**config.mk**
```make
export PLATFORM = sky130hd
export DESIGN_NAME = biquad_df2_filter_unit
export DESIGN_NICKNAME = d
export VERILOG_FILES = /design/src/rtl/bqdf2_pkg.sv /design/src/rtl/biquad_df2_filter_unit.sv
export VERILOG_INCLUDE_DIRS = /design/src /design/src/rtl
export SDC_FILE = /design/constraint.sdc
export NUM_CORES = 2
export LEC_CHECK = 0
export BUFFER_PORTS_ARGS = -buffer_cell sky130_fd_sc_hd__buf_2
export CAP_MARGIN = 25
export CORE_ASPECT_RATIO = 0.9
export CORE_MARGIN = 2
export CORE_UTILIZATION = 55
export CTS_CLUSTER_DIAMETER = 150
export DETAILED_ROUTE_END_ITERATION = 16
export PLACE_DENSITY = 0.7
export SLEW_MARGIN = 10
export SYNTH_ARGS = -nofsm -noshare
export SYNTH_HDL_FRONTEND = slang
export SYNTH_SLANG_ARGS = --single-unit
```
**constraint.sdc**
```tcl
create_clock -name aclk -period 7.97 [get_ports aclk]
set_clock_uncertainty 0.2 [all_clocks]
set_input_delay 0 -clock aclk [delete_from_list [all_inputs] [get_ports aclk]]
set_output_delay 0 -clock aclk [all_outputs]
set_load 0.01 [all_outputs]
```
**src/rtl/biquad_df2_filter_unit_macros.svh**
```systemverilog
// Assertion macros for the biquad filter unit.
// Used by the top level; no dependencies.
`ifndef BIQUAD_DF2_FILTER_UNIT_MACROS_SVH
`define BIQUAD_DF2_FILTER_UNIT_MACROS_SVH

// Same-cycle implication, disabled in reset.
`define BQ_ASSERT_NOW(label, clk, rst_n, ante, cons) \
    label: assert property (@(posedge clk) disable iff (!(rst_n)) (ante) |-> (cons)) \
        else $error("biquad assertion failed");

// Next-cycle implication, disabled in reset.
`define BQ_ASSERT_NEXT(label, clk, rst_n, ante, cons) \
    label: assert property (@(posedge clk) disable iff (!(rst_n)) (ante) |=> (cons)) \
        else $error("biquad assertion failed");

`endif

```
**src/rtl/bqdf2_pkg.sv**
```systemverilog
// Package for the biquad filter unit: widths, codes and the microcode ROM.
// No dependencies.
`default_nettype none

package bqdf2_pkg;

    localparam int NUM_CHANNELS   = 8;
    localparam int COEF_FRAC_BITS = 14;

    localparam int SAMPLE_W = 24;
    localparam int CHAN_W   = 3;
    localparam int COEF_W   = 18;
    localparam int STATE_W  = 32;
    localparam int PROD_W   = COEF_W + STATE_W;
    localparam int ACC_W    = PROD_W + 3;
    localparam int STEP_W   = 3;
    localparam int CFG_IDX_W = 3;

    localparam logic signed [COEF_W-1:0] COEF_ONE = COEF_W'(1 << COEF_FRAC_BITS);
    localparam logic signed [ACC_W-1:0]  ROUND_HALF = ACC_W'(1 << (COEF_FRAC_BITS - 1));

    localparam logic [CFG_IDX_W-1:0] REG_B0 = 3'd0;
    localparam logic [CFG_IDX_W-1:0] REG_B1 = 3'd1;
    localparam logic [CFG_IDX_W-1:0] REG_B2 = 3'd2;
    localparam logic [CFG_IDX_W-1:0] REG_A1 = 3'd3;
    localparam logic [CFG_IDX_W-1:0] REG_A2 = 3'd4;

    localparam logic [2:0] COEF_SEL_B0 = 3'd0;
    localparam logic [2:0] COEF_SEL_B1 = 3'd1;
    localparam logic [2:0] COEF_SEL_B2 = 3'd2;
    localparam logic [2:0] COEF_SEL_A1 = 3'd3;
    localparam logic [2:0] COEF_SEL_A2 = 3'd4;

    localparam logic [1:0] DATA_SEL_W1 = 2'd0;
    localparam logic [1:0] DATA_SEL_W2 = 2'd1;
    localparam logic [1:0] DATA_SEL_WN = 2'd2;

    localparam logic [2:0] ACC_HOLD   = 3'd0;
    localparam logic [2:0] ACC_LOAD_X = 3'd1;
    localparam logic [2:0] ACC_CLR    = 3'd2;
    localparam logic [2:0] ACC_ADD    = 3'd3;
    localparam logic [2:0] ACC_SUB    = 3'd4;

    localparam logic [STEP_W-1:0] STEP_FIRST  = 3'd0;
    localparam logic [STEP_W-1:0] STEP_FINISH = 3'd7;

    typedef struct packed {
        logic [2:0]        coef_sel;
        logic [1:0]        data_sel;
        logic [2:0]        acc_op;
        logic              save_w;
        logic              finish;
        logic              jmp_bad;
        logic [STEP_W-1:0] target;
    } ucode_t;

    function automatic ucode_t ucode_rom(input logic [STEP_W-1:0] step);
        ucode_t uc;
        uc = '{COEF_SEL_B0, DATA_SEL_W1, ACC_HOLD, 1'b0, 1'b0, 1'b0, STEP_FIRST};
        unique case (step)
            3'd0: uc = '{COEF_SEL_A1, DATA_SEL_W1, ACC_LOAD_X, 1'b0, 1'b0, 1'b1, STEP_FINISH};
            3'd1: uc = '{COEF_SEL_A2, DATA_SEL_W2, ACC_SUB, 1'b0, 1'b0, 1'b0, STEP_FIRST};
            3'd2: uc = '{COEF_SEL_B0, DATA_SEL_W1, ACC_SUB, 1'b0, 1'b0, 1'b0, STEP_FIRST};
            3'd3: uc = '{COEF_SEL_B1, DATA_SEL_W1, ACC_CLR, 1'b1, 1'b0, 1'b0, STEP_FIRST};
            3'd4: uc = '{COEF_SEL_B2, DATA_SEL_W2, ACC_ADD, 1'b0, 1'b0, 1'b0, STEP_FIRST};
            3'd5: uc = '{COEF_SEL_B0, DATA_SEL_WN, ACC_ADD, 1'b0, 1'b0, 1'b0, STEP_FIRST};
            3'd6: uc = '{COEF_SEL_B0, DATA_SEL_W1, ACC_ADD, 1'b0, 1'b0, 1'b0, STEP_FIRST};
            3'd7: uc = '{COEF_SEL_B0, DATA_SEL_W1, ACC_HOLD, 1'b0, 1'b1, 1'b0, STEP_FIRST};
            default: uc = '{COEF_SEL_B0, DATA_SEL_W1, ACC_HOLD, 1'b0, 1'b0, 1'b0, STEP_FIRST};
        endcase
        return uc;
    endfunction

endpackage

`default_nettype wire

```
**src/rtl/biquad_df2_filter_unit.sv**
```systemverilog
// Multichannel direct form II biquad filter unit, microcoded datapath.
// Depends on bqdf2_pkg and biquad_df2_filter_unit_macros.svh.
//
// Usage:
//   Input stream: s_tdata carries the 24-bit signed sample, s_tuser the
//   channel number. A transfer takes place when s_tvalid and s_tready are high.
//   Result stream: m_tdata carries the filtered, saturated 24-bit sample.
//   Configuration: cfg_index selects b0, b1, b2, a1, a2 (0..4), cfg_data holds
//   the Q3.14 coefficient; cfg_ready is high whenever reset is released.
//   Write only while idle.
//   Timing: a sample is worked by an eight-step microprogram around one
//   18x32 multiplier and one accumulator; the result is written to the
//   output register at the last step, and a new sample is taken in the
//   cycle after that step, so no sample is taken while one is in work.
//   A channel number beyond the channel count yields 0 and leaves state alone.
//   Stall: a waiting result holds in the output register; a following sample
//   is worked up to its last step and waits there until the register frees.
//   Reset: all per-channel delays clear to zero, b0 returns to 1.0 and the
//   other coefficients to zero; no transfer is taken while reset is asserted.
`default_nettype none
`include "biquad_df2_filter_unit_macros.svh"

module biquad_df2_filter_unit (
    input  wire                                   aclk,
    input  wire                                   aresetn,
    input  wire                                   s_tvalid,
    output logic                                  s_tready,
    input  wire  [bqdf2_pkg::SAMPLE_W-1:0]        s_tdata,  // [23:0] sample_in
    input  wire  [bqdf2_pkg::CHAN_W-1:0]          s_tuser,  // [2:0] chan
    output logic                                  m_tvalid,
    input  wire                                   m_tready,
    output logic [bqdf2_pkg::SAMPLE_W-1:0]        m_tdata,  // [23:0] sample_out
    input  wire                                   cfg_valid,
    output logic                                  cfg_ready,
    input  wire  [bqdf2_pkg::CFG_IDX_W-1:0]       cfg_index,
    input  wire  [bqdf2_pkg::COEF_W-1:0]          cfg_data
);

    localparam int SW = bqdf2_pkg::STATE_W;
    localparam int AW = bqdf2_pkg::ACC_W;
    localparam int F  = bqdf2_pkg::COEF_FRAC_BITS;
    localparam logic [bqdf2_pkg::STEP_W-1:0] FIRST_STEP = bqdf2_pkg::STEP_FIRST;
    localparam logic [bqdf2_pkg::STEP_W-1:0] LAST_STEP  = bqdf2_pkg::STEP_FINISH;

    logic signed [bqdf2_pkg::COEF_W-1:0] b0_reg, b1_reg, b2_reg, a1_reg, a2_reg;
    logic signed [SW-1:0] delay_one_reg [bqdf2_pkg::NUM_CHANNELS];
    logic signed [SW-1:0] delay_two_reg [bqdf2_pkg::NUM_CHANNELS];

    logic                                 busy_reg, busy_next;
    logic [bqdf2_pkg::STEP_W-1:0]         step_reg, step_next;
    logic signed [bqdf2_pkg::SAMPLE_W-1:0] sample_reg;
    logic [bqdf2_pkg::CHAN_W-1:0]         chan_reg;
    logic signed [bqdf2_pkg::PROD_W-1:0]  prod_reg, prod_next;
    logic signed [AW-1:0]                 acc_reg, acc_next;
    logic signed [SW-1:0]                 w_reg;
    logic                                 m_tvalid_reg, m_tvalid_next;
    logic [bqdf2_pkg::SAMPLE_W-1:0]       m_tdata_reg;

    bqdf2_pkg::ucode_t                    uc;
    logic                                 s_xfer, chan_bad, out_free, finish_go;
    logic                                 finish_wait;
    logic signed [SW-1:0]                 w1, w2, data_val;
    logic signed [bqdf2_pkg::COEF_W-1:0]  coef_val;
    logic signed [AW-1:0]                 prod_ext, x_ext, rnd;
    logic signed [SW-1:0]                 w_sat;
    logic signed [bqdf2_pkg::SAMPLE_W-1:0] y_sat;

    assign uc          = bqdf2_pkg::ucode_rom(step_reg);
    assign s_tready    = aresetn && !busy_reg;
    assign s_xfer      = s_tvalid && s_tready;
    assign cfg_ready   = aresetn;
    assign m_tvalid    = m_tvalid_reg;
    assign m_tdata     = m_tdata_reg;
    assign chan_bad    = int'(chan_reg) >= bqdf2_pkg::NUM_CHANNELS;
    assign out_free    = !m_tvalid_reg || m_tready;
    assign finish_go   = busy_reg && uc.finish && out_free;
    assign finish_wait = busy_reg && uc.finish && !out_free;

    assign w1 = delay_one_reg[chan_reg];
    assign w2 = delay_two_reg[chan_reg];

    always_comb begin
        case (uc.coef_sel)
            bqdf2_pkg::COEF_SEL_B0: coef_val = b0_reg;
            bqdf2_pkg::COEF_SEL_B1: coef_val = b1_reg;
            bqdf2_pkg::COEF_SEL_B2: coef_val = b2_reg;
            bqdf2_pkg::COEF_SEL_A1: coef_val = a1_reg;
            bqdf2_pkg::COEF_SEL_A2: coef_val = a2_reg;
            default:                coef_val = '0;
        endcase
        case (uc.data_sel)
            bqdf2_pkg::DATA_SEL_W1: data_val = w1;
            bqdf2_pkg::DATA_SEL_W2: data_val = w2;
            bqdf2_pkg::DATA_SEL_WN: data_val = w_reg;
            default:                data_val = '0;
        endcase
    end

    assign prod_next = coef_val * data_val;
    assign prod_ext  = {{(AW - bqdf2_pkg::PROD_W){prod_reg[bqdf2_pkg::PROD_W-1]}}, prod_reg};
    assign x_ext     = {{(AW - bqdf2_pkg::SAMPLE_W - F){sample_reg[bqdf2_pkg::SAMPLE_W-1]}},
                        sample_reg, {F{1'b0}}};

    always_comb begin
        case (uc.acc_op)
            bqdf2_pkg::ACC_LOAD_X: acc_next = x_ext;
            bqdf2_pkg::ACC_CLR:    acc_next = '0;
            bqdf2_pkg::ACC_ADD:    acc_next = acc_reg + prod_ext;
            bqdf2_pkg::ACC_SUB:    acc_next = acc_reg - prod_ext;
            default:               acc_next = acc_reg;
        endcase
    end

    // round half up, then saturate
    assign rnd = (acc_reg + bqdf2_pkg::ROUND_HALF) >>> F;

    always_comb begin
        if (rnd > AW'(signed'({1'b0, {(SW-1){1'b1}}}))) begin
            w_sat = {1'b0, {(SW-1){1'b1}}};
        end else if (rnd < -AW'(signed'({1'b0, {(SW-1){1'b1}}})) - AW'(1)) begin
            w_sat = {1'b1, {(SW-1){1'b0}}};
        end else begin
            w_sat = rnd[SW-1:0];
        end
        if (rnd > AW'(signed'({1'b0, {(bqdf2_pkg::SAMPLE_W-1){1'b1}}}))) begin
            y_sat = {1'b0, {(bqdf2_pkg::SAMPLE_W-1){1'b1}}};
        end else if (rnd < -AW'(signed'({1'b0, {(bqdf2_pkg::SAMPLE_W-1){1'b1}}})) - AW'(1))
        begin
            y_sat = {1'b1, {(bqdf2_pkg::SAMPLE_W-1){1'b0}}};
        end else begin
            y_sat = rnd[bqdf2_pkg::SAMPLE_W-1:0];
        end
    end

    always_comb begin
        busy_next     = busy_reg;
        step_next     = step_reg;
        m_tvalid_next = m_tvalid_reg && !m_tready;
        if (s_xfer) begin
            busy_next = 1'b1;
            step_next = bqdf2_pkg::STEP_FIRST;
        end else if (busy_reg) begin
            if (uc.finish) begin
                if (out_free) begin
                    busy_next     = 1'b0;
                    step_next     = bqdf2_pkg::STEP_FIRST;
                    m_tvalid_next = 1'b1;
                end
            end else if (uc.jmp_bad && chan_bad) begin
                step_next = uc.target;
            end else begin
                step_next = step_reg + bqdf2_pkg::STEP_W'(1);
            end
        end
    end

    always_ff @(posedge aclk) begin
        if (!aresetn) begin
            busy_reg     <= 1'b0;
            step_reg     <= bqdf2_pkg::STEP_FIRST;
            m_tvalid_reg <= 1'b0;
            b0_reg       <= bqdf2_pkg::COEF_ONE;
            b1_reg       <= '0;
            b2_reg       <= '0;
            a1_reg       <= '0;
            a2_reg       <= '0;
            for (int i = 0; i < bqdf2_pkg::NUM_CHANNELS; i++) begin
                delay_one_reg[i] <= '0;
                delay_two_reg[i] <= '0;
            end
        end else begin
            busy_reg     <= busy_next;
            step_reg     <= step_next;
            m_tvalid_reg <= m_tvalid_next;
            if (cfg_valid && cfg_ready) begin
                unique case (cfg_index)
                    bqdf2_pkg::REG_B0: b0_reg <= cfg_data;
                    bqdf2_pkg::REG_B1: b1_reg <= cfg_data;
                    bqdf2_pkg::REG_B2: b2_reg <= cfg_data;
                    bqdf2_pkg::REG_A1: a1_reg <= cfg_data;
                    bqdf2_pkg::REG_A2: a2_reg <= cfg_data;
                    default: ;
                endcase
            end
            if (finish_go && !chan_bad) begin
                delay_two_reg[chan_reg] <= w1;
                delay_one_reg[chan_reg] <= w_reg;
            end
        end
    end

    always_ff @(posedge aclk) begin
        if (s_xfer) begin
            sample_reg <= s_tdata;
            chan_reg   <= s_tuser;
        end
        prod_reg <= prod_next;
        acc_reg  <= acc_next;
        if (busy_reg && uc.save_w) begin
            w_reg <= w_sat;
        end
        if (finish_go) begin
            m_tdata_reg <= chan_bad ? '0 : y_sat;
        end
    end

    `BQ_ASSERT_NOW(a_idle_step_zero, aclk, aresetn, !busy_reg, step_reg == FIRST_STEP)
    `BQ_ASSERT_NEXT(a_accept_starts, aclk, aresetn, s_xfer, busy_reg && step_reg == FIRST_STEP)
    `BQ_ASSERT_NEXT(a_finish_holds, aclk, aresetn, finish_wait, step_reg == LAST_STEP)

endmodule

`default_nettype wire

```
==> impl_metrics.yaml <==
synthesis:
  yosysSeqAreaShare: 0.3927
  per_instance_average_area_after_synthesis_um2: 10.69
  synth-main-ff-cell: "sky130_fd_sc_hd__edfxtp_1"
  synth_compound_gate_area_share: 0.07183
  total_nets_after_synthesis: 6176
  post-synth-top-area-fraction: 0.3378
  asyncSetResetFlopFracSynth: 0
  synthMostInstantiatedCell: "sky130_fd_sc_hd__inv_1"
  synth_commonest_cells: "734 x sky130_fd_sc_hd__inv_1, 655 x sky130_fd_sc_hd__nand2_1, 648 x sky130_fd_sc_hd__edfxtp_1"
  yosysUniqueCellTypes: 94
  synth.cell_area_mm2: 0.05760
  synth.largest_area_cell: "sky130_fd_sc_hd__edfxtp_1"
  post_synth_xor_area_fraction: 0.02780
  postSynthRegisterBits: 806
  synth-edff-count: 648
  yosys_warnings: 0
  post_synth_main_area_contributors: "sky130_fd_sc_hd__edfxtp_1 34%, sky130_fd_sc_hd__fa_1 19%, sky130_fd_sc_hd__dfxtp_1 5.5%"
  netlist_instances: 5389
  synth.area.mux_share: 0.06764
  post_synth_fa_ha_maj_area_fraction: 0.2318
  largest_family_of_logic_cells_by_synthesized_area: "adder cells"
  basic_gate_share_of_the_synthesized_area_counting_and_or_nand_and_nor_cells: 0.1423
critical_path:
  criticalPathCategory: "reg2reg"
  worst_ep_required_time_ns: 8.30
  rr_worst_depth: 34
  ff2ff_setup_slack_ns: -0.03
  endpoint_kind: "flop"
  cp_slowest_cell: "sky130_fd_sc_hd__fa_1"
  setup.worst_path.start_class: "flop"
  cp_slowest_stage_delay_ns: 0.58
  regToRegEndpoint: "prod_reg[45]"
  endpoint: "prod_reg[45]"
  crit_fanout: 8
  crit_path_frequent_cell: "sky130_fd_sc_hd__fa_1"
  worstPathArrival_ns: 8.33
detailed_routing:
  route.detailed.vias_per_inst: 5.863
  highest-signal-layer: "met4"
  route.met3.wl_mm: 17.59
  drt-total-wl_mm: 175.0
  met2_wirelength_mm: 82.76
  antenna_violating_nets_post_route: 0
  firstDrtPassIters: 7
  post_dr_wirelength_cell_um: 23.56
  detail_route.drc_violations: 0
  detailroute.via_count: 43560
  m1WireLength_mm: 65.37
  drt_first_iter_violations: 4441
floorplan:
  floorplan.die.width_um: 345.1
  chipHeight_um: 311.0
  floorplan.initialDensity: 0.5555
  dieArea_mm2: 0.1073
  placementRows: 112
  floorplan.io_pins: 80
  placeableCoreArea_mm2: 0.1037
clocking:
  cts_num_sinks: 806
  clkSlewWorstSetupHoldPaths_ns: 0.06
  clk_path_buf_depth: 3
  clk_latency_ns: 0.68
  tritoncts: "built"
  cts.root.buffer_cell: "sky130_fd_sc_hd__clkbuf_16"
  ctsHtreeMaxLevel: 3
  cts_buffers: 81
timing:
  setup_viol: 3
  hold_violations: 0
  unrepaired_setup_endpoints_after_global_routing: "yes"
  achievable-frequency_mhz: 125.0
  worst_slew_pin_slew_ns: 1.036
  slew_headroom: 0.3075
  period_needed_ns: 7.997
  min_period_over_period: 1.003
  finalMaxSlewViolations: 0
  fin_ws_ns: -0.02741
  worst_hold_slack_ns: 0.04981
cells_and_area:
  finalNonFillerCells: 7429
  final_net_count: 6779
  fill_cells: 7576
  drive_above_1_share: 0.2192
  multi_input_area_mm2: 0.03293
  syn_to_final_growth_pct: 20.99
  seq_area_mm2: 0.02264
hold_path:
  holdCritPathClass: "in2reg"
global_routing:
  groute.usage.overall: 0.3269
  grt_antenna_before_repair: 2
  first_global_vias: 44720
  global_route_wire_length_before_repair_mm: 266.1
  pin_count_of_the_biggest_net_entering_global_routing: 97
  grt-ovfl-total: 0
flow_run:
  cap_viol_max_count: 0
status:
  status: "finished with violations"
  failed_checks: "negative setup slack"
power:
  max_rail_drop_vdd_uv: 226.6
  power.leakage_uw: 0.02977
  finalPower_uw: 12980
  power_density_mw_per_mm2: 186.2
place:
  dp.final_hpwl_mm: 122.0
  place_ws_ns: -0.3894
  globalplace.congestion: 0.9360
  place.port_buffers: 79
  placed_cells_incl_taps: 7077
layout make-up:
type                    count  area share
inverters                 734     0.03953
repair buffers            781      0.1016
flip-flops and latches    806      0.3248
clock buffers              97     0.03054
multi-input cells        3588      0.4725
well taps                1368     0.02456
clock inverters            49    0.006248
diodes                      6   0.0002154
kinds of logic (layout without fill, tap and decap cells):
family,Yosys count,count (layout)
AO/OA/AOI/OAI,649,649
XOR/XNOR,182,182
adder cells (fa/ha/maj),734,734
buffers and inverters,995,1661
flip-flops,806,806
multiplexers,225,225
other,0,6
AND/OR/NAND/NOR,1798,1798
report_power, final:
group | switching [uW] | internal (uW)
clock network | 1710 | 2030
registers | 163 | 4760
logic | 2570 | 1740
layout by cell type, fill, tap and decap left out, types with 92 or more instances in the layout:
cell type                       count
sky130_fd_sc_hd__fa_1             517
sky130_fd_sc_hd__dfxtp_1          153
sky130_fd_sc_hd__dlygate4sd3_1    114
sky130_fd_sc_hd__and3_1           145
sky130_fd_sc_hd__o21ai_0          138
sky130_fd_sc_hd__edfxtp_1         648
sky130_fd_sc_hd__nand2_1          634
sky130_fd_sc_hd__buf_4            474
sky130_fd_sc_hd__a21oi_1           92
sky130_fd_sc_hd__and2_1           164
sky130_fd_sc_hd__inv_1            679
sky130_fd_sc_hd__nor2_1           572
sky130_fd_sc_hd__mux4_2           128
sky130_fd_sc_hd__xnor2_1           99
sky130_fd_sc_hd__ha_1             146
critical path: cells and delay by family (launching register included):
kind                       cells  cell delay (ns)
muxes                          3             0.72
adders and majority gates      7             3.33
DFF                            1             0.38
xor gates and xnor gates       1             0.12
and+or+nand+nor                4             0.40
AOI/OAI and AO/OA              7             1.28
buffers and inverters         12             1.42
how the worst min path moves through the flow:
stage	slack, ns	cells after the start	from	end
after CTS	0.01	4	cfg_data[3]	b1_reg[3]
after floorplan	-0.11	1	aresetn	cfg_ready
after detailed placement	-0.02	1	s_tdata[5]	sample_reg[5]
final	0.05	3	s_tuser[2]	flop
after global placement	-0.02	1	s_tdata[4]	sample_reg[4]
after global routing	0.04	3	s_tuser[2]	flop
timing repair:
item,in CTS,in global routing
gates resized for setup,245,199
pin swaps,151,110
cloned,9,1
hold buffers,114,0
hold endpoints to repair,205,0
endpoints found under the setup margin,16,26
buffers inserted,52,30
stage by stage:
stage / util / instance area, um2 / setup TNS, ns
6_report: 0.6721 / 69690 / -0.05913
4_1_cts: 0.6630 / 68750 / -0.009655
2_1_floorplan: - / 57710 / 0
3_5_place_dp: 0.6109 / 63350 / -2.363
3_3_place_gp: 0.6102 / 63280 / -1.430
5_1_grt: 0.6719 / 69680 / -2.600
layer usage:
metal / GRT usage / vias to the layer above
met1: 0.4275 / 21780
met3: 0.06331 / 435
met4: 0.1488 / 0
li1: - / 19070
met2: 0.5317 / 2272
met5: 0 / -
No activity file was read; power rests on OpenSTA's default activity.
